`src/design/hbp_pkg.sv`:
```
`timescale 1ns / 1ps

package hbp_pkg;

  localparam int unsigned OPCODE_W = 2;
  localparam int unsigned SYM_W = 8;
  localparam int unsigned CODE_W = 32;
  localparam int unsigned LEN_W = 6;
  localparam int unsigned BYTE_W = 8;
  localparam int unsigned STATUS_W = 2;
  localparam int unsigned QUEUE_DEPTH = 2;

  localparam logic [BYTE_W-1:0] ZERO_BYTE = 8'b00000000;

  localparam logic [OPCODE_W-1:0] OP_LOAD = 2'd0;
  localparam logic [OPCODE_W-1:0] OP_ENCODE = 2'd1;
  localparam logic [OPCODE_W-1:0] OP_FLUSH = 2'd2;

  localparam logic [STATUS_W-1:0] ST_OK = 2'd0;
  localparam logic [STATUS_W-1:0] ST_NOCODE = 2'd1;
  localparam logic [STATUS_W-1:0] ST_BADLEN = 2'd2;

  typedef enum logic [1:0] {
    K_ENCODE,
    K_FLUSH,
    K_NOCODE,
    K_BADLEN
  } kind_e;

  typedef struct packed {
    logic [OPCODE_W-1:0] opcode;
    logic [SYM_W-1:0]    symbol;
    logic [CODE_W-1:0]   code_bits;
    logic [LEN_W-1:0]    code_len;
  } in_t;

  typedef struct packed {
    logic [BYTE_W-1:0]   out_byte;
    logic                last;
    logic [STATUS_W-1:0] status;
  } out_t;

  typedef struct packed {
    kind_e             kind;
    logic [CODE_W-1:0] code;
    logic [LEN_W-1:0]  len;
  } entry_t;

endpackage

```
`src/design/hbp_fifo.sv`:
```
`timescale 1ns / 1ps

module hbp_fifo (
  input  logic            clk_i,
  input  logic            rst_ni,
  input  logic            push_valid_i,
  output logic            push_ready_o,
  input  hbp_pkg::entry_t push_data_i,
  output logic            pop_valid_o,
  input  logic            pop_ready_i,
  output hbp_pkg::entry_t pop_data_o
);

  localparam int unsigned PtrW = $clog2(hbp_pkg::QUEUE_DEPTH);
  localparam int unsigned CntW = $clog2(hbp_pkg::QUEUE_DEPTH + 1);

  hbp_pkg::entry_t mem_q [hbp_pkg::QUEUE_DEPTH];

  logic [PtrW-1:0] wr_ptr_q, wr_ptr_d;
  logic [PtrW-1:0] rd_ptr_q, rd_ptr_d;
  logic [CntW-1:0] cnt_q, cnt_d;
  logic            push;
  logic            pop;

  assign push_ready_o = cnt_q != CntW'(hbp_pkg::QUEUE_DEPTH);
  assign pop_valid_o  = cnt_q != '0;
  assign pop_data_o   = mem_q[rd_ptr_q];
  assign push         = push_valid_i && push_ready_o;
  assign pop          = pop_valid_o && pop_ready_i;

  always_comb begin
    wr_ptr_d = wr_ptr_q;
    rd_ptr_d = rd_ptr_q;
    cnt_d    = cnt_q;
    if (push) begin
      wr_ptr_d = (wr_ptr_q == PtrW'(hbp_pkg::QUEUE_DEPTH - 1)) ? '0 : wr_ptr_q + PtrW'(1);
    end
    if (pop) begin
      rd_ptr_d = (rd_ptr_q == PtrW'(hbp_pkg::QUEUE_DEPTH - 1)) ? '0 : rd_ptr_q + PtrW'(1);
    end
    if (push && !pop) begin
      cnt_d = cnt_q + CntW'(1);
    end else if (pop && !push) begin
      cnt_d = cnt_q - CntW'(1);
    end
  end

  always_ff @(posedge clk_i) begin
    if (push) begin
      mem_q[wr_ptr_q] <= push_data_i;
    end
  end

  always_ff @(posedge clk_i or negedge rst_ni) begin
    if (!rst_ni) begin
      wr_ptr_q <= '0;
      rd_ptr_q <= '0;
      cnt_q    <= '0;
    end else begin
      wr_ptr_q <= wr_ptr_d;
      rd_ptr_q <= rd_ptr_d;
      cnt_q    <= cnt_d;
    end
  end

endmodule

```
`config.mk`:
```
export PLATFORM = sky130hd
export DESIGN_NAME = hbp_fifo
export DESIGN_NICKNAME = d
export VERILOG_FILES = /design/src/design/hbp_pkg.sv /design/src/design/hbp_fifo.sv
export SDC_FILE = /design/constraint.sdc
export NUM_CORES = 1
export LEC_CHECK = 0
export BUFFER_PORTS_ARGS = -buffer_cell sky130_fd_sc_hd__buf_2
export CORE_MARGIN = 1.5
export CORE_UTILIZATION = 56
export DETAILED_ROUTE_END_ITERATION = 16
export PLACE_DENSITY = 0.95
export SLEW_MARGIN = 10
export SYNTH_ARGS = -nofsm -noshare
export SYNTH_HDL_FRONTEND = slang
export SYNTH_SLANG_ARGS = --single-unit
export TNS_END_PERCENT = 20
```
`constraint.sdc`:
```
create_clock -name clk_i -period 7 [get_ports clk_i]
set_clock_uncertainty 0.15 [all_clocks]
set_input_delay 0.35 -clock clk_i [delete_from_list [all_inputs] [get_ports clk_i]]
set_output_delay 0.35 -clock clk_i [all_outputs]
set_load 0.005 [all_outputs]
```
# Word-level counts from Yosys, hierarchy flattened
# Memories as Yosys holds them, arrays and structs flattened.
# Cells that the tools add are included.
# totals
regBits	4
ram_bits	80
in_bits	44
output_inout_bits	42
wordCells	23
memories	1
# classes
n_addsub	4
eq_ne	1
muxes	6
reduce_logical	8
# mem_list
memory	words	width	rd	rd_clocked_by_memory_dff	write_ports	line_no	text
mem_q	2	40	1	0	1	hbp_fifo.sv:17	hbp_pkg::entry_t mem_q [hbp_pkg::QUEUE_DEPTH];
# op_table
operator	n
1-bit logical AND	4
1-bit 2-to-1 mux	4
2-bit 2-to-1 mux	2
2-bit nonzero test	2
1-bit adder, second input constant	2
2-bit by 1-bit adder with 2-bit output, second input constant	1
1-bit zero test	2
2-bit inequality test, second input constant	1
2-bit by 1-bit subtractor with 2-bit output, second input constant	1

# Depth between registers and ports, before layout
# logic_depth
word_depth	6
ltp_mapped	7
depth_no_buf	7

# Least setup slack after synthesis
# No wires, ideal clock.
# synth_path
kind	reg2reg
from	reg cnt_q[0]
to	mem mem_q[0][0] in the netlist's numbering (enable)
setup_ns	0.437
arrival_ns	2.334
required_time_ns	6.413
setup_slack_ns	4.078
stages_incl_launch_ff	4
n_path_buf	0
synth_period_minus_slack_ns	2.922
path_cell_list	dfrtp_1 nand2b_1 nand2_1 nor2_1
# synth_between
elab_chain_cells	4
# synth_lines
item	line_no	text
from (decl)	hbp_fifo.sv:21	logic [CntW-1:0] cnt_q, cnt_d;
from (signal assigned)	hbp_fifo.sv:62	cnt_q <= cnt_d;
2-bit inequality test	hbp_fifo.sv:25	assign push_ready_o = cnt_q != CntW'(hbp_pkg::QUEUE_DEPTH);
named net push_ready_o	hbp_fifo.sv:7	output logic push_ready_o,
1-bit logical AND	hbp_fifo.sv:28	assign push = push_valid_i && push_ready_o;
1-bit 2-to-1 mux	hbp_fifo.sv:49	if (push) begin
1-bit 2-to-1 mux (not written as such)	hbp_fifo.sv:50	mem_q[wr_ptr_q] <= push_data_i;
to (decl)	hbp_fifo.sv:17	
# The timed path passes the listed nets, and every way through them passes these cells.

==> reports/metrics.yaml <==
outcome:
  status: "finished clean"
timing:
  slew_violations: 0
  worst_pin_slew_ns: 1.10
  finalCritPeriodShare_pct: 35.3
  timing.setup.tns_ns: 0
  holdWs_ns: 0.0404
  slew_headroom_pct: 26.7
  rsz0062_at_grt: "no"
  min_period_ns: 2.47
  hold_violations: 0
  setup_viol: 0
  timing.fmax_ghz: 0.405
clocking:
  clk_latency_ns: 0.34
  cts_buffer_depth: 2
  cts_root_buffer: "clkbuf_8"
  post_cts_buffers: 0
  htreeDepth: 3
  cts_made_buffers: 9
  clk_pin_slew_ns: 0.08
  clkSinkCount: 84
  tritoncts: "built"
yosys:
  synth_seq_cells: 84
  syn_avg_cell_area_um2: 23.0
  synth_seq_area_share_pct: 76.2
  syn_area_um2: 3280
  netlist_top_cells_count: "80 x edfxtp_1, 39 x mux2_4, 4 x buf_12, 4 x dfrtp_1, 3 x xnor2_1"
  synth_edf_count: 80
  synth_top_area_share_pct: 73.1
  synthTopCellsByArea: "edfxtp_1 73%, mux2_4 18%, dfrtp_1 3.0%"
  yosys_warnings: 0
  yosysUniqueCellTypes: 15
  synth_ff_type: "edfxtp_1"
  yosys.area.top_type: "edfxtp_1"
  synth_async_sr_flop_share_pct: 4.76
  postSynthCellCount: 143
  synth_nets: 188
  yosysMostFrequentCell: "edfxtp_1"
die:
  pin_count: 86
  dieArea_um2: 6330
  coreArea_um2: 5570
  start_util_pct: 58.9
  rows: 27
  dieHeight_um: 79.6
  dieWidth_um: 79.6
global_route:
  grt_max_degree: 41
  grt_pass1_wl_um: 7500
  grt.overflow.total: 0
  antenna_found_initial: 0
  grt_usage_pct: 16.9
  grt_pass1_vias: 1590
setup_path:
  critPathLaunchType: "flop"
  cp_data_arrival_time_ns: 1.97
  crit_fanout: 33
  worstPathRequired_ns: 6.50
  end_kind: "output port"
  crit-reg2reg-launch: "cnt_q[0]"
  crit_start: "rd_ptr_q"
  reg2reg_slack_ns: 4.88
  crit_path_end: "pop_data_o[19]"
  r2r-end: "mem_q[0][3]"
  path_class: "flop to output port"
  reg2reg_depth: 3
routing:
  drt-initial-drc-count: 66
  ant_nets: 0
  drc: 0
  wl_um: 4920
  firstDrtPassIters: 4
  wire_per_inst_um: 15.7
  num_vias: 1557
  vias_per_cell: 4.97
finish:
  nets: 281
  n_fill_cell: 347
  syn2layout_area_growth_pct: 19.7
  drive_above_1_share_pct: 59.8
  diodes: 0
pwr:
  ir_worst_vdd_mv: 0.238
  power.density_nw_per_um2: 397
  leakage_nw: 1.59
placed_design:
  gp_congestion: 0.710
  dpl.hpwl_um: 3350
  portBuffers: 85
job:
  maxCapViolCount: 0
min_path:
  hold_class: "input pin to flop"
  min_from: "push_data_i[21]"
## cell usage in the layout (no fill, tap or decap), drive strengths merged
cell type / n
clkinvlp: 3
ha: 1
buf: 86
edfxtp: 80
dfrtp: 4
and3: 1
nand2b: 1
bufinv: 1
xor2: 2
xnor2: 3
dlygate4sd3: 1
clkinv: 2
inv: 1
nand2: 2
or2: 1
mux2: 40
nor2: 2
clkbuf: 10
## worst max-delay path: stages, from the launching register on
cell and delay [ns]:
dfrtp_2 0.53, buf_4 0.57, mux2_2 0.40, buf_2 0.12
## metal layers
layer	vias to the layer above	wire length [um]	GRT usage, %
met5	-	0	0
met4	0	56	6.84
met3	7	272	4.57
met2	59	2550	29.0
met1	755	2040	20.1
li1	736	-	-
## stage by stage
step | utilization, % | cells | power, mW | area [um^2] | worst slack [ns]
floorplan | - | 143 | 1.12 | 3280 | 4.08
global placement | 66.8 | 296 | 1.23 | 3730 | 4.90
detailed placement | 66.8 | 296 | 1.25 | 3730 | 4.87
CTS | 70.5 | 313 | 1.58 | 3930 | 4.48
global route | 70.5 | 313 | 1.64 | 3930 | 4.43
finish | 70.5 | 313 | 1.56 | 3930 | 4.53
## registers in the layout, summed over array words and instances, names as in the netlist
| register | flops |
|---|---|
| mem_q | 80 |
| rd_ptr_q | 1 |
| wr_ptr_q | 1 |
| cnt_q | 2 |
## kinds of logic (layout without fill, tap and decap cells)
family                     Yosys count  count (layout)  synth area share (%)
DFF                                 84              84                  76.2
muxes                               40              40                  18.2
and+or+nand+nor                      7               7                  1.03
buffers and inverters                6             104                  2.90
xor gates and xnor gates             5               5                  1.33
adders and majority gates            1               1                 0.381
## how the worst min path moves through the flow
stage                   end  slack (ns)  cells past startpoint
2_1_floorplan      cnt_q[0]        -0.1                      0
3_3_place_gp       cnt_q[0]        0.01                      1
3_5_place_dp       cnt_q[0]        0.02                      1
4_1_cts        mem_q[1][36]        0.02                      1
5_1_grt        mem_q[0][17]        0.02                      1
6_report       mem_q[1][21]        0.04                      1
## area by class of cell
cell class                 instances  area, um^2  area share [%]
clock inverter                     6        66.3            1.69
clock buffer                      10         128            3.25
inverter                           1        3.75          0.0955
sequential                        84        2500            63.7
multi-input combinational         53         696            17.7
timing repair buffer              87         443            11.3
tap                               72        90.1            2.29
## timing repair
action,CTS,global route
hold buffers,1,0
endpoints found under the hold margin,4,0
resized for setup,0,0
endpoints found under the setup margin,0,0
## report_power, final
part | switching, mW | total, mW | leakage (nW) | internal [mW]
sequential | 0.0490 | 0.741 | 0.789 | 0.692
combinational | 0.218 | 0.493 | 0.716 | 0.275
clock | 0.161 | 0.325 | 0.0885 | 0.165
total | 0.427 | 1.56 | 1.59 | 1.13
(Power assumes the default switching activity.)
