`src/design/hbp_pkg.sv`:
```
`timescale 1ns / 1ps

package hbp_pkg;

  localparam int unsigned OPCODE_W = 2;
  localparam int unsigned SYM_W = 8;
  localparam int unsigned CODE_W = 32;
  localparam int unsigned LEN_W = 6;
  localparam int unsigned BYTE_W = 8;
  localparam int unsigned STATUS_W = 2;
  localparam int unsigned QUEUE_DEPTH = 2;

  localparam logic [BYTE_W-1:0] ZERO_BYTE = 8'b00000000;

  localparam logic [OPCODE_W-1:0] OP_LOAD = 2'd0;
  localparam logic [OPCODE_W-1:0] OP_ENCODE = 2'd1;
  localparam logic [OPCODE_W-1:0] OP_FLUSH = 2'd2;

  localparam logic [STATUS_W-1:0] ST_OK = 2'd0;
  localparam logic [STATUS_W-1:0] ST_NOCODE = 2'd1;
  localparam logic [STATUS_W-1:0] ST_BADLEN = 2'd2;

  typedef enum logic [1:0] {
    K_ENCODE,
    K_FLUSH,
    K_NOCODE,
    K_BADLEN
  } kind_e;

  typedef struct packed {
    logic [OPCODE_W-1:0] opcode;
    logic [SYM_W-1:0]    symbol;
    logic [CODE_W-1:0]   code_bits;
    logic [LEN_W-1:0]    code_len;
  } in_t;

  typedef struct packed {
    logic [BYTE_W-1:0]   out_byte;
    logic                last;
    logic [STATUS_W-1:0] status;
  } out_t;

  typedef struct packed {
    kind_e             kind;
    logic [CODE_W-1:0] code;
    logic [LEN_W-1:0]  len;
  } entry_t;

endpackage

```
`src/design/hbp_back.sv`:
```
`timescale 1ns / 1ps

module hbp_back #(
  parameter int unsigned MAX_CODE_LEN = 32
) (
  input  logic            clk_i,
  input  logic            rst_ni,
  input  logic            pop_valid_i,
  output logic            pop_ready_o,
  input  hbp_pkg::entry_t pop_data_i,
  output logic            out_valid_o,
  input  logic            out_ready_i,
  output hbp_pkg::out_t   out_data_o
);

  localparam int unsigned AccW = MAX_CODE_LEN + hbp_pkg::BYTE_W - 1;
  localparam int unsigned CntW = $clog2(AccW + 1);

  logic [AccW-1:0] acc_q, acc_d;
  logic [CntW-1:0] cnt_q, cnt_d;
  logic            busy_q, busy_d;
  logic            out_vld_q, out_vld_d;
  hbp_pkg::out_t   out_q, out_d;

  logic                      emit_ok;
  logic                      emit_last;
  logic [CntW-1:0]           rem;
  logic [hbp_pkg::BYTE_W-1:0] emit_byte;
  logic [hbp_pkg::BYTE_W-1:0] flush_byte;
  logic [AccW-1:0]           code_ext;
  logic [CntW-1:0]           len_ext;
  logic [CntW-1:0]           base_cnt;
  logic [AccW-1:0]           enc_acc;
  logic [CntW-1:0]           enc_cnt;
  logic                      is_enc;

  assign emit_ok    = !out_vld_q || out_ready_i;
  assign rem        = cnt_q - CntW'(hbp_pkg::BYTE_W);
  assign emit_last  = rem < CntW'(hbp_pkg::BYTE_W);
  assign emit_byte  = hbp_pkg::BYTE_W'(acc_q >> rem);
  assign flush_byte = acc_q[hbp_pkg::BYTE_W-1:0] << (CntW'(hbp_pkg::BYTE_W) - cnt_q);
  assign code_ext   = AccW'(pop_data_i.code);
  assign len_ext    = CntW'(pop_data_i.len);
  assign base_cnt   = busy_q ? rem : cnt_q;
  assign enc_acc    = (acc_q << len_ext) | code_ext;
  assign enc_cnt    = base_cnt + len_ext;
  assign is_enc     = pop_data_i.kind == hbp_pkg::K_ENCODE;

  always_comb begin
    acc_d       = acc_q;
    cnt_d       = cnt_q;
    busy_d      = busy_q;
    out_vld_d   = out_vld_q && !out_ready_i;
    out_d       = out_q;
    pop_ready_o = 1'b0;
    if (busy_q) begin
      if (emit_ok) begin
        out_vld_d       = 1'b1;
        out_d.out_byte  = emit_byte;
        out_d.last      = emit_last;
        out_d.status    = hbp_pkg::ST_OK;
        cnt_d           = rem;
        if (emit_last) begin
          busy_d = 1'b0;
          if (pop_valid_i && is_enc) begin
            pop_ready_o = 1'b1;
            acc_d       = enc_acc;
            cnt_d       = enc_cnt;
            busy_d      = enc_cnt >= CntW'(hbp_pkg::BYTE_W);
          end
        end
      end
    end else if (pop_valid_i) begin
      case (pop_data_i.kind)
        hbp_pkg::K_ENCODE: begin
          pop_ready_o = 1'b1;
          acc_d       = enc_acc;
          cnt_d       = enc_cnt;
          busy_d      = enc_cnt >= CntW'(hbp_pkg::BYTE_W);
        end
        hbp_pkg::K_FLUSH: begin
          if (emit_ok) begin
            pop_ready_o = 1'b1;
            if (cnt_q != '0) begin
              out_vld_d      = 1'b1;
              out_d.out_byte = flush_byte;
              out_d.last     = 1'b1;
              out_d.status   = hbp_pkg::ST_OK;
              cnt_d          = '0;
            end
          end
        end
        hbp_pkg::K_NOCODE: begin
          if (emit_ok) begin
            pop_ready_o    = 1'b1;
            out_vld_d      = 1'b1;
            out_d.out_byte = hbp_pkg::ZERO_BYTE;
            out_d.last     = 1'b1;
            out_d.status   = hbp_pkg::ST_NOCODE;
          end
        end
        hbp_pkg::K_BADLEN: begin
          if (emit_ok) begin
            pop_ready_o    = 1'b1;
            out_vld_d      = 1'b1;
            out_d.out_byte = hbp_pkg::ZERO_BYTE;
            out_d.last     = 1'b1;
            out_d.status   = hbp_pkg::ST_BADLEN;
          end
        end
        default: begin
          pop_ready_o = 1'b1;
        end
      endcase
    end
  end

  always_ff @(posedge clk_i) begin
    acc_q <= acc_d;
    out_q <= out_d;
  end

  always_ff @(posedge clk_i or negedge rst_ni) begin
    if (!rst_ni) begin
      cnt_q     <= '0;
      busy_q    <= 1'b0;
      out_vld_q <= 1'b0;
    end else begin
      cnt_q     <= cnt_d;
      busy_q    <= busy_d;
      out_vld_q <= out_vld_d;
    end
  end

  assign out_valid_o = out_vld_q;
  assign out_data_o  = out_q;

endmodule

```
`config.mk`:
```
export PLATFORM = sky130hd
export DESIGN_NAME = hbp_back
export DESIGN_NICKNAME = d
export VERILOG_FILES = /design/src/design/hbp_pkg.sv /design/src/design/hbp_back.sv
export SDC_FILE = /design/constraint.sdc
export NUM_CORES = 1
export LEC_CHECK = 0
export ABC_CLOCK_PERIOD_IN_PS = 7500
export BUFFER_PORTS_ARGS = -buffer_cell sky130_fd_sc_hd__buf_2
export CAP_MARGIN = 5
export CORE_ASPECT_RATIO = 2
export CORE_UTILIZATION = 45
export DETAILED_ROUTE_END_ITERATION = 8
export GPL_TIMING_DRIVEN = 0
export PLACE_DENSITY = 0.61
export SLEW_MARGIN = 20
export SYNTH_ARGS = -nofsm -noshare
export SYNTH_HDL_FRONTEND = slang
export SYNTH_SLANG_ARGS = --single-unit
```
`constraint.sdc`:
```
create_clock -name clk_i -period 7.5 [get_ports clk_i]
set_input_delay 0.75 -clock clk_i [delete_from_list [all_inputs] [get_ports clk_i]]
set_output_delay 0.75 -clock clk_i [all_outputs]
set_load 0.03 [all_outputs]
```
# Word-level counts from Yosys, hierarchy flattened
# Index checks and enable logic that the tools add are counted.
# classes
addsub	3
n_lt_le_gt_ge	2
n_eq_ne	10
shifts	3
n_mux	42
n_bitwise	1
n_reduce_logical	16
# op_table
operator	n
$mux 39	6
$mux 11	7
$mux 6	8
$or 39x32->39	1
$shl 39x6->39	1
$shr 39x6->8	1
$pmux 11 s3	1
$mux 1	17
$pmux 6 s2	1
$reduce_and 5->1	2
$shl 8x6->8	1
$reduce_and 7->1	1
$add 6x6->6	1
$ge 6x4->1 const B	1
$lt 6x4->1 const B	1
$ne 2x1->1 const B	3
$ne 2x2->1 const B	3
$reduce_bool 6->1	1
$sub 4x6->6 const A	1
$sub 6x4->6 const B	1
$eq 2x2->1 const B	2
$pmux 1 s2	2
$reduce_bool 2->1	2
$reduce_bool 4->1	1
9 further kinds	11
# word_totals
regBits	58
out_inout_bits	13
wordCells	84

# Logic depth before layout (Yosys ltp)
# Gate-level depths: netlist (run 1).
# depth
word_depth	8
depth_mapped	12
ltp_nobuf	10

# Worst setup path after synthesis (run 1)
# No wires, ideal clock.
# synth_path
kind	register to register
startpoint	register cnt_q[3]
endpoint	register acc_q[37] (enable)
setup_time_ps	301
arrival_time_ps	3647
t_required_ps	7199
setup_slack_ps	3552
path_stages_with_launch	9
n_path_buf	2
period_less_slack_ps	3948
cell_sequence	dfrtp_1 > clkinv_1 > ha_1 > clkbuf_1 > and2_1 > clkbuf_1 > a31oi_1 > nor2_1 > o31a_1
# synth_via
elab_chain_cells	4
# synth_rtl
element	line	rtl
start: declaration	hbp_back.sv:20	logic [CntW-1:0] cnt_q, cnt_d;
start signal: assignment	hbp_back.sv:129	cnt_q <= cnt_d;
$sub 6x4->6	hbp_back.sv:38	assign rem = cnt_q - CntW'(hbp_pkg::BYTE_W);
$lt 6x4->1	hbp_back.sv:39	assign emit_last = rem < CntW'(hbp_pkg::BYTE_W);
$ne 2x1->1 (no line)	n/a	
$reduce_and 5->1 (no line)	n/a	
end signal: assignment	hbp_back.sv:119	acc_q <= acc_d;
end: declaration	hbp_back.sv:19	logic [AccW-1:0] acc_q, acc_d;
# No other way between the ends.
# A chain may end at the register's enable or synchronous reset.

==> results.sh, run 1 <==
export IMPL_status="finished clean"
export IMPL_arrival_ns=4.54
export IMPL_cp_start_kind="register"
export IMPL_finalCritPeriodShare_pct=59.34
export IMPL_cts_tree="yes"
export IMPL_clock_latency_ns=0.36
export IMPL_path_class="reg -> reg"
export IMPL_grt_first_pass_wirelength_um=41300
export IMPL_r2r_end="out_data_o[6]"
export IMPL_synth_simple_area_share_pct=11.42
export IMPL_synth_cells=635
export IMPL_io_pins=57
export IMPL_synth_seq_area_share_pct=25.16
export IMPL_nFillCells=1377
export IMPL_finalClockSkew_ns=0.009121
export IMPL_portBuffers=56
export IMPL_drt_iter0_markers=659
export IMPL_fin_nets=762
export IMPL_synth_fp_nets=694
export IMPL_grt_setup_unrepaired="false"
export IMPL_ir_worst_vdd_uv=141.5
export IMPL_fin_tns_setup_ns=0
export IMPL_synth_edf_count=50
export IMPL_gp_congestion=1.015
export IMPL_max_cap_viol_count=0
export IMPL_drive_gt1_share_pct=27.86
export IMPL_multi_input_area_um2=4728
export IMPL_synth_top_family_by_area="multiplexers"
export IMPL_slew_viol_final=0
export IMPL_fp_row_count=63
export IMPL_firstDrtPassIters=5
export IMPL_cts_root_buf="clkbuf_16"
export IMPL_postCtsHoldBufs=0
export IMPL_finalPower_mw=2.670
export IMPL_end_kind="register"
export IMPL_initial_core_util_pct=45.88
export IMPL_cts_sinks=58
export IMPL_synth_area_top_cells="mux4_2 (28%), edfxtp_1 (22%), mux2i_1 (7.5%)"
export IMPL_routed_wl_um=27620
export IMPL_synth_flop_cell="edfxtp_1"
export IMPL_syn_area_per_cell_um2=10.65
export IMPL_synth_compound_area_share_pct=16.50
export IMPL_powerDensity_nw_per_um2=350.5
export IMPL_reg2reg_from="cnt_q[1]"
export IMPL_synthAdderAreaFrac_pct=2.886
export IMPL_synthMuxAreaShare_pct=37.52
export IMPL_grt_overflow=0
export IMPL_grt_antenna_before_repair=2
export IMPL_hp_class="in -> async"
export IMPL_syn_area_um2=6763
export IMPL_required_ns=7.59
export IMPL_cp_max_fo=10
export IMPL_period_needed_ns=4.450
export IMPL_synth_top_area_share_pct=27.64
export IMPL_seqCellArea_um2=1702
export IMPL_grt_pass1_vias=6624
export IMPL_setup_slack_ns=3.050
export IMPL_htreeDepth=3
export IMPL_final_util_pct=51.67
export IMPL_numCtsBuffers=9
export IMPL_final_hold_viol_count=0
export IMPL_synth_top_cell_by_area="mux4_2"
export IMPL_setup_viol=0
export IMPL_async_reset_ff_share_pct=13.79
export IMPL_place_hpwl_um=21690
export IMPL_clk_path_buf_depth=2
export IMPL_synth_xor_area_share_pct=1.425
export IMPL_ff2ff_setup_slack_ns=3.05
export IMPL_max_freq_mhz=224.7
export IMPL_p_leak_nw=2.847
export IMPL_cts_resized=0
export IMPL_dieHeight_um=175.4
export IMPL_ant_nets=0
export IMPL_grt_max_degree=27
export IMPL_post_drt_wl_per_cell_um=30.55
export IMPL_die_x_um=88.69
export IMPL_detail_route_vias_per_cell=7.098
export IMPL_slew_headroom_pct=38.22
export IMPL_clk_transition_reported_paths_ns=0.05
export IMPL_ys_warnings_count=0
export IMPL_dp_slack_ns=3.129
export IMPL_yosys_register_bits=58
export IMPL_holdWs_ns=0.2268
export IMPL_syn2layout_area_growth_pct=12.62
export IMPL_die_area_um2=15550
export IMPL_tightest_slew_ns=0.9247
export IMPL_grt_use_total_pct=38.24
export IMPL_post_cts_buffers=0
export IMPL_route_detailed_drc=0
export IMPL_vias=6417
export IMPL_r2r_worst_path_cells=11
export IMPL_synth_distinct_cells=62
export IMPL_coreArea_um2=14740
synth_stat cells, types with 3 or more instances:
library cell / number
o21bai_1: 8
ha_1: 14
buf_1: 5
nand3b_1: 4
a211oi_1: 9
a21o_1: 11
o22a_1: 3
o21a_1: 4
and3_1: 3
nand2b_1: 9
a31oi_1: 7
nor2b_1: 9
nor3_1: 11
nand3_1: 16
clkbuf_1: 34
a221o_1: 6
nand4_1: 4
o211ai_1: 5
a211o_1: 12
o21ai_0: 34
o22ai_1: 10
buf_2: 19
mux2i_1: 51
xnor2_1: 7
edfxtp_1: 50
a21oi_1: 22
xor2_1: 4
a22o_1: 3
a22oi_1: 3
mux4_2: 83
dfrtp_1: 8
o221ai_1: 4
buf_4: 3
o31a_1: 3
and2_1: 4
o2111ai_1: 3
nand2_1: 54
inv_1: 16
mux2_2: 14
nor2_1: 37
cell families (layout without fill, tap and decap cells):
kind of cell / count (synthesis) / count (layout)
adder cells (fa/ha/maj): 15 / 15
XOR/XNOR: 11 / 11
other: 0 / 2
AND/OR/NAND/NOR: 162 / 162
AO/OA/AOI/OAI: 161 / 161
multiplexers: 148 / 148
buffers and inverters: 80 / 152
flip-flops: 58 / 58
worst max-delay path by stage:
| stage | to | start |
|---|---|---|
| 2_1_floorplan | acc_q[37] | cnt_q[3] |
| 3_3_place_gp | acc_q[38] | cnt_q[3] |
| 3_5_place_dp | out_data_o[6] | cnt_q[1] |
| 4_1_cts | out_data_o[6] | cnt_q[1] |
| 5_1_grt | out_data_o[6] | cnt_q[1] |
| 6_report | out_data_o[6] | cnt_q[1] |
layout make-up:
type | count | area share, %
Antenna cell | 2 | 0.06571
Tap cell | 195 | 3.204
Sequential cell | 58 | 22.34
Clock buffer | 9 | 2.957
Clock inverter | 6 | 0.8871
Inverter | 17 | 0.8379
Timing Repair Buffer | 57 | 3.943
Buffer | 63 | 3.680
Multi-Input combinational cell | 497 | 62.08
metrics by stage:
| step | cell area (µm²) | instances |
|---|---|---|
| after global routing | 7614 | 903 |
| after CTS | 7607 | 902 |
| after floorplan | 6763 | 635 |
| after global placement | 7287 | 886 |
| after detailed placement | 7315 | 887 |
| final | 7616 | 904 |
worst max-delay path, stage by stage, from the launching register on:
cell and delay, ns:
dfrtp_1 0.41, buf_2 0.35, buf_2 0.39, buf_2 0.37, buf_2 0.39, inv_1 0.12
ha_1 0.32, xor2_1 0.20, and3_1 0.19, o2111ai_1 0.67, a2111oi_0 0.21, or4_1 0.55
power by group:
| part | total [mW] | switching (mW) | internal (mW) |
|---|---|---|---|
| combinational | 1.74 | 1.04 | 0.702 |
| clock | 0.424 | 0.168 | 0.256 |
| sequential | 0.502 | 0.0580 | 0.444 |
sequential cells by signal (all words and copies together), names as in the netlist:
signal and count:
acc_q 39, busy_q 1, cnt_q 6, out_data_o 11, out_valid_o 1
per-layer routing:
layer	global-route usage, %	vias up	wire [µm]	part of all wire (%)
met5	0	-	0	0
met4	35.95	0	3185	12
met3	7.566	179	1709	6.2
met2	66.38	455	14620	53
met1	35.70	3085	8104	29
li1	-	2698	-	-
layout by cell type (no fill, tap or decap), types with 5 or more instances in the layout:
cell,count
mux4_2,83
buf_2,75
nand2_1,54
mux2i_1,51
edfxtp_1,50
nor2_1,36
clkbuf_1,34
o21ai_0,34
a21oi_1,21
inv_1,16
nand3_1,16
mux2_2,14
ha_1,14
a211o_1,12
nor3_1,11
a21o_1,11
o22ai_1,10
nand2b_1,9
nor2b_1,9
a211oi_1,9
clkbuf_16,9
o21bai_1,8
dfrtp_1,8
xnor2_1,7
a31oi_1,7
a221o_1,6
buf_1,5
o211ai_1,5
Power figures use the tool's default switching activity.
==> run 2: changes to the inputs <==
--- a/config.mk
+++ b/config.mk
@@ -5,14 +5,15 @@
 export SDC_FILE = /design/constraint.sdc
 export NUM_CORES = 1
 export LEC_CHECK = 0
-export ABC_CLOCK_PERIOD_IN_PS = 7500
+export ABC_AREA = 1
+export ABC_CLOCK_PERIOD_IN_PS = 4000
 export BUFFER_PORTS_ARGS = -buffer_cell sky130_fd_sc_hd__buf_2
 export CAP_MARGIN = 5
 export CORE_ASPECT_RATIO = 2
 export CORE_UTILIZATION = 45
 export DETAILED_ROUTE_END_ITERATION = 8
 export GPL_TIMING_DRIVEN = 0
-export PLACE_DENSITY = 0.61
+export PLACE_DENSITY = 0.63
 export SLEW_MARGIN = 20
 export SYNTH_ARGS = -nofsm -noshare
 export SYNTH_HDL_FRONTEND = slang
==> constraint.sdc (replaced) <==
create_clock -name clk_i -period 4 [get_ports clk_i]
set_input_delay 0.4 -clock clk_i [delete_from_list [all_inputs] [get_ports clk_i]]
set_output_delay 0.4 -clock clk_i [all_outputs]
set_load 0.03 [all_outputs]
==> run 2 against run 1 <==
  * Clock skew up 0.0070 ns
  * Design area down 1.3%
  * Synthesized cell count up 66%
  * Area after synthesis down 2.6%
  * Largest power group unchanged
==> results.sh, run 2 <==
export IMPL_syn_area_per_cell_um2=6.243
export IMPL_p_clk_share_pct=14.8
export IMPL_syn2layout_area_growth_pct=14.11
export IMPL_ir_worst_vdd_uv=290.1
export IMPL_cts_tree="yes"
export IMPL_path_class="reg -> out"
export IMPL_synth_top_area_share_pct=22.80
export IMPL_slew_headroom_pct=49.61
export IMPL_yosys_register_bits=58
export IMPL_finalCritPeriodShare_pct=92.00
export IMPL_synth_cells=1055
export IMPL_async_reset_ff_share_pct=13.79
export IMPL_net_switching_power_mw=3.201
export IMPL_power_switching_share_pct=54.50
export IMPL_met2_usage_pct=71.78
export IMPL_cp_max_fo=11
export IMPL_busiest_layer="met2"
export IMPL_grt_overflow=0
export IMPL_diodes=0
export IMPL_numCtsBuffers=9
export IMPL_internal_power_mw=2.672
export IMPL_routed_wl_um=29410
export IMPL_powerDensity_nw_per_um2=781.4
export IMPL_grt_max_degree=21
export IMPL_holdPathEnd="acc_q[8]"
export IMPL_seqPwrFrac_pct=19.2
export IMPL_arrival_ns=3.28
export IMPL_synth_fp_nets=1114
export IMPL_synth_distinct_cells=54
export IMPL_firstDrtPassIters=5
export IMPL_grt_antenna_before_repair=0
export IMPL_slew_viol_final=0
export IMPL_vias=7779
export IMPL_p_comb_share_pct=65.9
export IMPL_crit_family="buffers and inverters"
export IMPL_clk_transition_reported_paths_ns=0.07
export IMPL_finalClockSkew_ns=0.01611
export IMPL_route_detailed_drc=0
export IMPL_final_hold_viol_count=0
export IMPL_clock_latency_ns=0.37
export IMPL_cts_root_buf="clkbuf_16"
export IMPL_die_x_um=87.55
export IMPL_r2r_worst_path_cells=12
export IMPL_finalPower_mw=5.873
export IMPL_grt_setup_unrepaired="false"
export IMPL_r2r_end="acc_q[16]"
export IMPL_post_drt_wl_per_cell_um=22.20
export IMPL_syn_area_um2=6586
export IMPL_status="finished clean"
export IMPL_portBuffers=56
export IMPL_end_kind="output pin"
export IMPL_dpl_cell_area_um2=7154
export IMPL_clk_path_buf_depth=2
export IMPL_max_freq_mhz=271.7
export IMPL_drt_iter0_markers=482
export IMPL_most_common_layout_cells="nand2_1 (360), nand3_1 (181), o21ai_0 (108), buf_2 (75), inv_1 (63)"
export IMPL_ys_warnings_count=0
export IMPL_hp_class="in -> reg"
export IMPL_setup_viol=0
export IMPL_initial_core_util_pct=45.89
export IMPL_design_area_um2=7516
export IMPL_grt_use_met1_pct=34.29
export IMPL_final_common_cell="nand2_1"
export IMPL_fp_row_count=62
export IMPL_max_cap_viol_count=0
export IMPL_detail_route_vias_per_cell=5.871
export IMPL_largest_reg_flops=39
export IMPL_synth_edf_count=50
export IMPL_grt_first_pass_wirelength_um=43410
export IMPL_synthTopCellsByCount="nand2_1 (360), nand3_1 (181), o21ai_0 (108)"
export IMPL_dieHeight_um=173.1
export IMPL_coreArea_um2=14350
export IMPL_die_area_um2=15150
export IMPL_cp_cell_sequence="buf_2, clkinvlp_4, clkbuf_2, ha_1, xnor2_2, nand2_1, nor2_1, nor2_1, inv_1, nand2_1, a21oi_1, buf_2"
export IMPL_yosysMostFrequentCell="nand2_1"
export IMPL_ant_nets=0
export IMPL_gp_congestion=1.074
export IMPL_cp_slowest_cell="dfrtp_1"
export IMPL_fin_nets=1187
export IMPL_p_leak_nw=3.414
export IMPL_regMostFlops="acc_q"
export IMPL_cts_sinks=58
export IMPL_hold_depth=2
export IMPL_drive_gt1_share_pct=13.33
export IMPL_synth_area_top_cells="edfxtp_1 (23%), nand2_1 (21%), nand3_1 (14%)"
export IMPL_reg2reg_from="cnt_q[3]"
export IMPL_synth_flop_cell="edfxtp_1"
export IMPL_ff2ff_setup_slack_ns=0.47
export IMPL_synth_top_cell_by_area="edfxtp_1"
export IMPL_max_stage_delay_ns=0.35
export IMPL_hp_start="pop_data_i[14]"
export IMPL_crit_buf_inv=5
export IMPL_period_needed_ns=3.680
export IMPL_synth_seq_area_share_pct=25.84
export IMPL_required_ns=3.60
export IMPL_grt_pass1_vias=7736
export IMPL_htreeDepth=3
export IMPL_grt_util_met3_pct=5.728
export IMPL_cp_start_kind="register"
export IMPL_grt_use_total_pct=40.09
export IMPL_place_hpwl_um=24380
export IMPL_tightest_slew_ns=0.7479
export IMPL_io_pins=57
run 2: cell types whose count changed in the layout (fill, tap and decap cells not counted), sizes merged, moves of 17 or more:
cell | previous run | this run
nand2 | 54 | 363
nand3 | 16 | 183
o21ai | 34 | 125
mux4 | 83 | 0
inv | 17 | 67
mux2i | 51 | 5
o211ai | 5 | 22
run 2: area by class of cell:
class / instances / area [µm²]
fill: 1584 / 6835
multi-input combinational: 861 / 4282
sequential: 58 / 1702
buffer: 69 / 376.6
timing repair buffer: 61 / 340.3
inverter: 68 / 259.0
tap: 192 / 240.2
clock buffer: 9 / 225.2
clock inverter: 7 / 91.34
run 2: through the flow:
step	setup TNS [ns]	hold slack, ns	utilization, %	worst slack (ns)	instances
floorplan	0	0.1044	-	0.04984	1055
global placement	-67.60	0.2529	49.52	-1.833	1303
detailed placement	-0.3538	0.2599	49.85	-0.02175	1305
CTS	0	0.2951	52.14	0.05208	1322
global route	0	0.2989	52.37	0.1283	1325
finish	0	0.2948	52.37	0.3201	1325
run 2: logic make-up (layout without fill, tap and decap cells):
family / Yosys count / in the layout / synth area share [%]
buf+inv: 137 / 214 / 9.555
xor+xnor: 8 / 8 / 1.178
mux: 5 / 5 / 0.7599
fa+ha+maj: 15 / 15 / 2.964
compound gates: 197 / 197 / 17.31
flops: 58 / 58 / 25.84
simple gates: 635 / 636 / 42.40
run 2: worst max path at each step:
stage / start / endpoint / depth (start not counted)
2_1_floorplan: cnt_q[3] / acc_q[0] / 11
6_report: cnt_q[3] / pop_ready_o / 12
5_1_grt: cnt_q[3] / pop_ready_o / 13
4_1_cts: cnt_q[3] / pop_ready_o / 12
3_3_place_gp: cnt_q[3] / acc_q[13] / 11
3_5_place_dp: cnt_q[3] / acc_q[23] / 12
run 2: power groups by stage:
stage | combinational, mW | sequential [mW] | clock (mW)
finish | 3.87 | 1.13 | 0.871
global route | 4.24 | 1.15 | 0.890
CTS | 3.76 | 1.12 | 0.867
detailed placement | 3.74 | 1.13 | 0
global placement | 3.69 | 1.15 | 0
floorplan | 2.54 | 1.17 | 0
run 2: repair_timing:
item	CTS	global route
buffers inserted	0	2
gates resized for setup	1	4
pin swaps	0	1
gates cloned	0	1
hold endpoints to repair	8	0
setup endpoints to repair	19	40
hold buffers	1	0
run 2: per-layer routing:
metal / routed length, µm / vias to the layer above
met4: 3866 / 0
met1: 8846 / 3457
li1: - / 3734
met5: 0 / -
met3: 1328 / 193
met2: 15370 / 395
run 2: worst register-to-register path, cell delays in order, from the launching register on:
cell and delay [ns]:
dfrtp_1 0.35, buf_2 0.31, clkinvlp_4 0.17, clkbuf_2 0.26, ha_1 0.32, xnor2_2 0.29
nand2_1 0.20, nor2_1 0.23, nor2_1 0.10, inv_1 0.11, nand2_1 0.20, nor2_4 0.46
buf_16 0.22
